### config.mk
export PLATFORM = sky130hd
export DESIGN_NAME = dhkt_div
export DESIGN_NICKNAME = d
export VERILOG_FILES = /design/src/rtl/core/dhkt_pkg.sv /design/src/rtl/core/dhkt_div.sv
export SDC_FILE = /design/constraint.sdc
export NUM_CORES = 1
export LEC_CHECK = 0
export ABC_AREA = 1
export BUFFER_PORTS_ARGS = -buffer_cell sky130_fd_sc_hd__buf_2
export CAP_MARGIN = 10
export CORE_ASPECT_RATIO = 2
export CORE_MARGIN = 5
export CORE_UTILIZATION = 50
export DETAILED_ROUTE_END_ITERATION = 10
export HOLD_SLACK_MARGIN = 0.15
export PLACE_DENSITY = 0.82
export SLEW_MARGIN = 20
export SYNTH_ARGS = -nofsm -noshare
export SYNTH_HDL_FRONTEND = slang
export SYNTH_SLANG_ARGS = --single-unit
export TNS_END_PERCENT = 50
### constraint.sdc
create_clock -name clk -period 1.9 [get_ports clk]
set_clock_uncertainty 0.2 [all_clocks]
set_input_delay 0.095 -clock clk [delete_from_list [all_inputs] [get_ports clk]]
set_output_delay 0.095 -clock clk [all_outputs]
set_load 0.05 [all_outputs]
### src/rtl/core/dhkt_pkg.sv
// Shared types and constants of the double-hashed key table.
// No dependencies; every other file of the block but dhkt_ram imports this package.
package dhkt_pkg;

  localparam int SLOT_CAPACITY = 1024;
  localparam int KEY_BYTES     = 8;
  localparam int IDX_W         = $clog2(SLOT_CAPACITY);
  localparam int HASH_W        = 32;
  localparam int KEY_W         = 8 * KEY_BYTES;
  localparam int LEN_W         = 4;
  localparam int VAL_W         = 32;
  localparam int LIVE_W        = IDX_W + 1;
  localparam int CFG_ADDR_W    = 2;
  localparam int CFG_DATA_W    = 32;

  typedef enum logic [2:0] {
    OP_FIND    = 3'd0,
    OP_ENTER   = 3'd1,
    OP_REPLACE = 3'd2,
    OP_RELEASE = 3'd3,
    OP_CLEAR   = 3'd4
  } op_t;

  typedef enum logic [1:0] {
    ST_OK   = 2'd0,
    ST_MISS = 2'd1,
    ST_FULL = 2'd2
  } status_t;

  typedef enum logic [1:0] {
    MARK_EMPTY = 2'd0,
    MARK_LIVE  = 2'd1,
    MARK_TOMB  = 2'd2
  } mark_t;

  typedef struct packed {
    mark_t              mark;
    logic [HASH_W-1:0]  tag;
    logic [LEN_W-1:0]   key_len;
    logic [KEY_W-1:0]   key;
    logic [VAL_W-1:0]   value;
  } entry_t;

  localparam int ENTRY_W = $bits(entry_t);

endpackage

### src/rtl/core/dhkt_div.sv
// Bit-serial restoring remainder unit: hash word modulo a slot-sized divisor.
// Depends on dhkt_pkg. One quotient bit per cycle.
module dhkt_div (
  input  logic                      clk,
  input  logic                      rst_n,
  input  logic                      start,
  input  logic [dhkt_pkg::HASH_W-1:0] dividend,
  input  logic [dhkt_pkg::IDX_W-1:0]  divisor,
  output logic                      done,
  output logic [dhkt_pkg::IDX_W-1:0]  remainder
);
  import dhkt_pkg::*;

  localparam int CNT_W = $clog2(HASH_W);

  logic              busy_r, busy_nxt;
  logic [CNT_W-1:0]  cnt_r, cnt_nxt;
  logic [HASH_W-1:0] dvd_r, dvd_nxt;
  logic [IDX_W-1:0]  rem_r, rem_nxt;
  logic [IDX_W-1:0]  dsr_r, dsr_nxt;
  logic [IDX_W:0]    trial;
  logic [IDX_W:0]    shifted;

  always_comb begin
    shifted = {rem_r, dvd_r[HASH_W-1]};
    if (shifted >= {1'b0, dsr_r}) begin
      trial = shifted - {1'b0, dsr_r};
    end else begin
      trial = shifted;
    end
  end

  assign remainder = trial[IDX_W-1:0];
  assign done      = busy_r && (cnt_r == CNT_W'(HASH_W - 1));

  always_comb begin
    busy_nxt = busy_r;
    cnt_nxt  = cnt_r;
    dvd_nxt  = dvd_r;
    rem_nxt  = rem_r;
    dsr_nxt  = dsr_r;
    if (start) begin
      busy_nxt = 1'b1;
      cnt_nxt  = '0;
      dvd_nxt  = dividend;
      rem_nxt  = '0;
      dsr_nxt  = divisor;
    end else if (busy_r) begin
      dvd_nxt = {dvd_r[HASH_W-2:0], 1'b0};
      rem_nxt = trial[IDX_W-1:0];
      cnt_nxt = cnt_r + 1'b1;
      if (done) begin
        busy_nxt = 1'b0;
      end
    end
  end

  always_ff @(posedge clk) begin
    if (!rst_n) begin
      busy_r <= 1'b0;
      cnt_r  <= '0;
    end else begin
      busy_r <= busy_nxt;
      cnt_r  <= cnt_nxt;
    end
    dvd_r <= dvd_nxt;
    rem_r <= rem_nxt;
    dsr_r <= dsr_nxt;
  end
endmodule

==> out/summary.txt <==
status -> finished with violations
failing checks -> negative setup slack
vias in the first global route -> 3497
RSZ-0062 raised after global routing -> yes
CTS root buf -> clkbuf_16
dpl cells -> 517
Post-Syn Area -> 3100 um2
Slew @ Worst Pin -> 0.863 ns
Seq/Total Area, Yosys -> 50.9%
HPWL Detailed -> 5.61 mm
Die Y -> 121 um
Util after Layout -> 86.3%
Core ar. -> 6010 um2
share of cells above drive strength 1 -> 39.7%
P_leak -> 2.50 nW
setup ws final -> -0.656 ns
TritonCTS Buffers -> 9
Worst EP arrival -> 2.26 ns
Peak VDD IR -> 0.698 mV
post-synth top area cell -> edfxtp_1
kind of critical path -> reg -> out
total power -> 3.93 mW
Final ANT Viol Nets -> 0
Critical Path Sink Type -> output pin
# DRC -> 0
Final setup viols -> 21
GRT overflow -> 0
post-synth cell types -> 30
non-filler instance count after layout -> 605
Place WS -> -0.412 ns
Synth Instances -> 376
max-cap viol count -> 0
Hold Fails Final Rpt -> 0
min Tclk post-route -> 2.56 ns
share of the synthesized area in the top cell type -> 40.6%
gr usage total -> 27.9%
Final period util -> 135%
Reg clk slew, reported paths -> 0.06 ns
CTS H-tree lvls -> 3
Syn Nets -> 434
Worst Path Max Fanout -> 3
Final Max Slew Viols -> 0
Finished Cell Area -> 5180 um2
yosys warns -> 0
Pre-antenna DRT Iters -> 5
Max-Slew Margin vs Limit -> 42.4%
f_max -> 391 MHz
Fin Hold WS -> 0.281 ns
P&R area growth vs syn -> 66.9%
vias per std cell -> 5.46
drt first-iter violations -> 284
CP required -> 1.60 ns
syn_area_per_cell -> 8.26 um2
clk_lat worst skew -> 0.33 ns
global-route wire length before repair -> 16.6 mm
initial antenna violation count -> 0
CTS Buffer Depth -> 2
total placed instance area -> 3710 um2
Synth Flop Type -> edfxtp_1
Port Buffers -> 55
Seq cells post-synth -> 58
row count -> 40
io pins -> 56
EDFF count, synth -> 42
DIE AREA -> 7980 um2
TritonCTS clock tree -> built
die width -> 65.7 um
Ant. Diodes -> 0
Post-Route WL -> 11.3 mm
clock sinks -> 58
worst hold path type -> reg -> reg
ys async rst share -> 0%
final net count -> 595
Wirelength per Cell -> 18.7 um
vias post-DR -> 3302
initial core utilization -> 51.7%
top area cells in the synthesized netlist -> edfxtp_1, nand2_1, dfxtp_1
gpl congestion -> 0.910
CP startpoint kind -> flop
largest net degree at the start of global routing -> 39
power density over the cells -> 758 nW/um2
Fin Setup TNS -> -7.09 ns
-- cells in the final DEF, fill, tap and decap left out, drive strengths merged --
cell	Yosys	routed
a211oi	1	1
a21oi	9	9
and2	6	6
buf	4	113
bufinv	0	2
clkbuf	7	10
clkinv	0	5
clkinvlp	0	2
dfxtp	16	16
dlygate4sd3	0	44
edfxtp	42	42
fa	1	1
ha	12	12
inv	46	45
nand2	176	178
nand3	27	27
nand3b	3	3
nand4	1	1
nor2	11	11
nor3	5	5
o21ai	5	5
or2	2	2
xnor2	1	1
xor2	1	1
-- kinds of logic (layout without fill, tap and decap cells) --
| kind of cell | after synthesis | count (layout) | synth area share (%) |
|---|---|---|---|
| xor+xnor | 2 | 2 | 0.564 |
| buf+inv | 57 | 221 | 7.66 |
| flops | 58 | 58 | 50.9 |
| compound gates | 15 | 15 | 2.86 |
| simple gates | 231 | 233 | 32.5 |
| fa+ha+maj | 13 | 13 | 5.48 |
-- final timing paths --
| path | start | endpoint | slack (ns) | cells after the start |
|---|---|---|---|---|
| max | dvd_r[31] | remainder[8] | -0.66 | 12 |
| min | cnt_r[4] | cnt_r[4] | 0.28 | 2 |
| max reg2reg | dvd_r[31] | rem_r[6] | -0.32 | 15 |
| min reg2reg | cnt_r[4] | cnt_r[4] | 0.28 | 2 |
-- critical path, stage by stage (launching register included) --
cell and delay, ns:
edfxtp_1 0.38, inv_2 0.09, ha_4 0.12, inv_2 0.04, fa_2 0.38, nand3_4 0.09, nand3_4 0.14, nand2_4 0.10
nand3b_1 0.13, nand2_1 0.13, nand2_2 0.07, and2_4 0.14, buf_8 0.14
-- sequential cells by signal, summed over array words and instances, names as in the netlist --
signal	count
dvd_r	32
dsr_r	10
rem_r	10
cnt_r	5
busy_r	1
-- synth_stat cells (4+ instances only) --
library cell / n
a21oi_1: 7
and2_1: 6
clkbuf_1: 7
dfxtp_1: 16
edfxtp_1: 42
ha_1: 12
inv_1: 45
nand2_1: 166
nand2_2: 8
nand3_1: 23
nand3_2: 4
nor2_1: 8
nor3_1: 4
o21ai_0: 4
-- timing repair --
| action | in CTS | in global routing |
|---|---|---|
| setup endpoints to repair | 21 | 23 |
| gates resized for setup | 92 | 25 |
| setup buffers | 19 | 7 |
| hold buffers | 44 | 0 |
| cloned | 3 | 0 |
| hold endpoints to repair | 58 | 0 |
| pin swaps | 16 | 18 |
-- layout make-up --
cell class                      instances  area (um2)
Timing Repair inverter                  1        7.51
Tap cell                               63        78.8
Inverter                               46         185
Timing Repair Buffer                  158        1280
Multi-Input combinational cell        263        1730
Clock buffer                            9         225
Sequential cell                        58        1580
Fill cell                             263         825
Clock inverter                          7        83.8
-- metal layers --
layer  up-vias  track usage, %  part of all wire (%)
met5         -               0                     0
met4         0            20.5                   5.7
met3        57            6.58                   6.1
met2       190            49.2                    54
met1      1538            27.1                    34
li1       1517               -                     -
-- power breakdown --
| part | switching (mW) | internal [mW] | leakage, nW |
|---|---|---|---|
| registers | 0.0360 | 1.47 | 0.556 |
| logic | 0.394 | 0.335 | 1.80 |
| clock network | 0.561 | 1.13 | 0.148 |
(Power assumes the default switching activity.)
