<file path="config.mk">
export PLATFORM = sky130hd
export DESIGN_NAME = dhkt_ram
export DESIGN_NICKNAME = d
export VERILOG_FILES = /design/src/rtl/core/dhkt_ram.sv
export SDC_FILE = /design/constraint.sdc
export NUM_CORES = 1
export LEC_CHECK = 0
export BUFFER_PORTS_ARGS = -buffer_cell sky130_fd_sc_hd__buf_2
export CAP_MARGIN = 20
export CORE_MARGIN = 5
export CORE_UTILIZATION = 54
export DETAILED_ROUTE_END_ITERATION = 10
export GPL_TIMING_DRIVEN = 0
export PLACE_DENSITY = 0.74
export SLEW_MARGIN = 0
export SYNTH_ARGS = -nofsm -noshare
export SYNTH_HDL_FRONTEND = slang
export SYNTH_SLANG_ARGS = --single-unit
</file>
<file path="constraint.sdc">
create_clock -name clk -period 1.9 [get_ports clk]
set_input_delay 0.38 -clock clk [delete_from_list [all_inputs] [get_ports clk]]
set_output_delay 0.38 -clock clk [all_outputs]
set_load 0.01 [all_outputs]
</file>
<file path="src/rtl/core/dhkt_ram.sv">
// Generic single-port RAM with registered read data.
// No dependencies.
module dhkt_ram #(
  parameter int WIDTH = 8,
  parameter int DEPTH = 16
) (
  input  logic                     clk,
  input  logic                     we,
  input  logic [$clog2(DEPTH)-1:0] addr,
  input  logic [WIDTH-1:0]         wdata,
  output logic [WIDTH-1:0]         rdata
);
  logic [WIDTH-1:0] mem [DEPTH];

  always_ff @(posedge clk) begin
    if (we) begin
      mem[addr] <= wdata;
    end
    rdata <= mem[addr];
  end
endmodule

</file>
==> results of run 1 <==
-- worst paths after layout --
check              from         end  slack (ns)
min reg2reg   mem[5][0]    rdata[0]        0.70
min            wdata[6]   mem[5][6]        0.28
max reg2reg  mem[12][4]    rdata[4]        0.45
max             addr[1]  mem[10][0]        0.06
-- stage by stage --
step / instance area (um^2) / hold slack [ns]
after floorplan: 5070 / 0.479
after global placement: 5300 / 0.678
after detailed placement: 5330 / 0.690
after CTS: 5920 / 0.281
after global routing: 5930 / 0.270
final: 5930 / 0.281
-- layer usage --
layer / vias up / global-route usage (%) / part of all wire (%)
met2: 105 / 31.7 / 52
met4: 0 / 6.76 / 1.5
met3: 9 / 4.15 / 6.2
met5: - / 0 / 0
met1: 1302 / 25.6 / 40
li1: 1046 / - / -
-- synth_stat cells (all sizes together) --
cell	number	area [um^2]
nor2b	2	12.5
edfxtp	128	3840
or3b	1	8.76
nand3	1	5.00
clkbuf	3	12.5
mux4	32	721
nand2	9	33.8
nor3	4	20.0
nand2b	2	12.5
and2	1	6.26
dfxtp	8	160
nand3b	2	15.0
buf	8	47.5
a22oi	16	120
nor2	13	48.8
-- flip-flops by register name, indices dropped and copies added, names as in the netlist --
name / flops
mem: 128
rdata: 8
-- worst max-delay path: stages --
cell	delay, ns
buf_2	0.25
buf_1	0.42
nand2b_1	0.23
nor2_1	0.67
-- power by group --
part           internal (mW)  leakage (nW)  switching [mW]  total (mW)
Sequential              3.36          1.22          0.0184        3.37
Combinational          0.128         0.438           0.194       0.323
Clock                   2.01         0.279            1.19        3.20
-- kinds of logic (layout without fill, tap and decap cells) --
kind of cell	Yosys count	after routing	share of synthesized area, %
simple gates	35	35	3.21
compound gates	16	16	2.37
buf+inv	11	66	1.19
mux	32	32	14.2
flops	136	136	79.0
-- layout make-up --
cell class,instances,area [um^2]
clock inverter,13,170
sequential,136,4000
timing repair buffer,23,123
multi-input combinational,83,1010
fill,585,3270
tap,111,139
clock buffer,19,422
buffer,11,60.1
==> results.toml, run 1 <==
[run_status]
status = "completed"

[timing]
fin_skew_ns = 0.00596
fin_ws_ns = 0.0611
slew_headroom_pct = 45.5
min_period_ns = 1.84
finalSetupViolCount = 0
max_freq_ghz = 0.544
worst_slew_pin_slew_ns = 0.814
fin_setup_tns_ns = 0
hold_violations = 0
finalCritPeriodShare_pct = 96.8
rsz0062_at_grt = "true"
slew_violations = 0

[setup_path]
start_kind = "primary input"
cp-end-kind = "register"
arrival_ns = 1.96
critical_path_class = "primary input to register"
rr_worst_depth = 3
required_ns = 2.03
cp_max_fo = 10

[cells_and_area]
layout_common_cells = "128 x edfxtp_1, 32 x mux4_2, 22 x buf_2"
final_core_util_pct = 64.4
stdcell_count = 396
syn2layout_area_growth_pct = 16.9
nets = 286
drive_gt1_share_pct = 32.6
final_common_cell = "edfxtp_1"
antennaDiodeCount = 0

[synth]
ys_ff_latch = 136
synth_area_mm2 = 0.00507
syn-instance-count = 230
synth_nets = 244
yosys.cell_types.count = 18
ys_seq_area_share_pct = 79.0
avgSynthCellArea_um2 = 22.0
ys_warn_count = 0

[job]
max_cap_viol_count = 0

[placement]
dp_slack_ns = -0.445
place_inst = 364
portBuffers = 19
gp_congestion = 0.743
dp.final_hpwl_um = 6020

[clocking]
cts_made_buffers = 17
clock-sinks = 136
cts_tree = "done"
clock_latency_ns = 0.50
path_clk_slew_ns = 0.06
clock_path_buffers = 2
cts_htree_levels = 4
cts_resized = 0
post_cts_buffers = 0
ctsRootBufferMaster = "clkbuf_8"
postCtsHoldBufs = 0

[grt]
grt_pass1_vias = 2562
grt_overflow_total = 0
grt_usage_pct = 19.2
antenna_found_initial = 0
grt_pass1_wl_um = 15300
grt_max_degree = 17

[power_and_ir_drop]
p_per_area_mw_per_mm2 = 1160
finalPower_mw = 6.90
leakage_nw = 1.94
max-vdd-ir-drop_mv = 0.548

[die]
initial_utilization_pct = 55.1
coreArea_mm2 = 0.00920
die_h_um = 107
die_w_um = 107
fp.dieArea_mm2 = 0.0114
rows = 35
pin_count = 22

[drt]
viasPerCell = 6.22
wirelength_um = 9910
drc = 0
vias = 2462
drt_first_iter_violations = 215
wl_per_cell_um = 25.0
ant_nets = 0
dr.pass1.iters = 5

[worst_hold_path]
holdPathStages = 1
hp-class = "primary input to register"
Note: power is estimated with default switching activity, not from simulation.
==> run 2: changes to the inputs <==
==> constraint.sdc (replaced) <==
create_clock -name clk -period 1.68 [get_ports clk]
set_input_delay 0.336 -clock clk [delete_from_list [all_inputs] [get_ports clk]]
set_output_delay 0.336 -clock clk [all_outputs]
set_load 0.01 [all_outputs]
==> run 2 against run 1 <==
Net effect:
- non-clock buffer count decreased by 2
- core utilization is 0.12 points lower
- worst setup slack better by 0.054 ns
- sequential share of layout area rose by 0.13 points
- cell count decreased by 0.51%
- via count shrank 5.0%
- clock skew rose by 0.0062 ns
- global-route usage fell by 0.26 points
- first-iteration DRC count shrank 2.3%
- register-to-register slack got worse by 0.18 ns
- largest power group unchanged
==> results.toml, run 2 (synthesis gave the netlist of run 1 again) <==
[run_status]
status = "completed"

[timing]
fin_skew_ns = 0.0121
finalSetupViolCount = 0
worst_slew_pin_slew_ns = 0.825
rsz0062_at_grt = "false"
holdWs_ns = 0.207
slew_violations = 0
hold_violations = 0
slew_headroom_pct = 44.7
max_freq_ghz = 0.639
finalCritPeriodShare_pct = 93.2
min_period_ns = 1.57
fin_ws_ns = 0.115

[die]
fp.dieArea_mm2 = 0.0114
initial_utilization_pct = 55.1
rows = 35
pin_count = 22
coreArea_mm2 = 0.00920
die_w_um = 107
die_h_um = 107

[drt]
vias = 2338
drc = 0
dr.pass1.iters = 4
ant_nets = 0
wirelength_um = 9460
drt_first_iter_violations = 210
wl_per_cell_um = 24.0
viasPerCell = 5.93

[clocking]
ctsRootBufferMaster = "clkbuf_8"
cts_tree = "done"
cts_made_buffers = 17
cts_htree_levels = 4
clock_latency_ns = 0.52
clock_path_buffers = 2
path_clk_slew_ns = 0.06
post_cts_buffers = 0
clock-sinks = 136

[power_and_ir_drop]
swShare_pct = 20.9
power.internal_mw = 6.05
clock_power_share_pct = 45.4
p_seq_share_pct = 49.8
p_per_area_mw_per_mm2 = 1290
leakage_nw = 1.92
p_sw_mw = 1.60
pwr-share-comb_pct = 4.8
finalPower_mw = 7.65
max-vdd-ir-drop_mv = 0.577

[cells_and_area]
drive_gt1_share_pct = 35.7
num-fill-cells = 602
layout_common_cells = "128 x edfxtp_1, 32 x mux4_2, 21 x buf_2"
final_common_cell = "edfxtp_1"
regMostFlops = "mem"
top_regs = "mem: 128 flops, rdata: 8 flops"
antennaDiodeCount = 0
regArea_mm2 = 0.00400
largest_reg_flops = 128
nets = 284
multi_input_comb_area_mm2 = 0.00103
syn2layout_area_growth_pct = 16.7
stdcell_count = 394

[setup_path]
critical_path_class = "primary input to register"
start_kind = "primary input"
cp_max_fo = 8
cp-end-kind = "register"
cp_slowest_cell = "nor3_2"
rrSetupSlack_ns = 0.27
crit_chain = "buf_2, or3b_2, nor3_2"
crit_buf_inv = 1
required_ns = 1.82
crit_family = "simple AND/OR/NAND/NOR gates"
arrival_ns = 1.70
max_stage_delay_ns = 0.65

[grt]
grt_max_degree = 17
grt_usage_pct = 19.0
grt_overflow_total = 0
grt_pass1_wl_um = 14900
antenna_found_initial = 0
grt_pass1_vias = 2541

[placement]
dp_slack_ns = -0.648
dp.final_hpwl_um = 5940
gp_congestion = 0.787
place_inst = 363
portBuffers = 19

[worst_hold_path]
hp-class = "primary input to register"

[job]
max_cap_viol_count = 0
[run 2: path summary, 6_finish.rpt]
kind | start | endpoint | cells past startpoint
setup / recovery | addr[2] | mem[0][5] | 3
setup reg to reg | mem[3][6] | rdata[6] | 3
hold / removal | wdata[4] | mem[14][4] | 1
hold reg to reg | mem[8][6] | rdata[6] | 3
[run 2: metal layers]
metal | vias to the layer above | GRT usage (%) | routed length [um]
met4 | 0 | 7.76 | 150
met3 | 10 | 6.74 | 717
met1 | 1191 | 24.7 | 3600
li1 | 1047 | - | -
met2 | 90 | 29.3 | 4990
met5 | - | 0 | 0
[run 2: power groups by stage]
stage	Sequential, mW	Clock [mW]	Combinational [mW]
4_1_cts	3.81	3.53	0.367
3_3_place_gp	3.88	0	0.354
6_report	3.81	3.47	0.364
2_1_floorplan	3.89	0	0.198
3_5_place_dp	3.88	0	0.363
5_1_grt	3.82	3.71	0.394
[run 2: final cells by class]
type	instances	share of cell area, %
clock buffers	17	7.00
repair buffers	22	1.99
clock inverters	15	2.58
multi-input cells	83	17.4
flip-flops and latches	136	67.7
well taps	111	2.35
plain buffers	10	0.952
[run 2: stage by stage]
stage                     area [um^2]  utilization [%]  setup TNS (ns)
after global placement           5320             57.8          -66.47
final                            5910             64.3               0
after global routing             5910             64.3               0
after CTS                        5910             64.2           -5.02
after floorplan                  5080                -           -6.94
after detailed placement         5340             58.1          -59.27
[run 2: repair_timing]
action / in CTS / in global routing
resized for setup: 0 / 4
endpoints found under the hold margin: 0 / 0
hold buffers: 0 / 0
setup endpoints to repair: 56 / 56
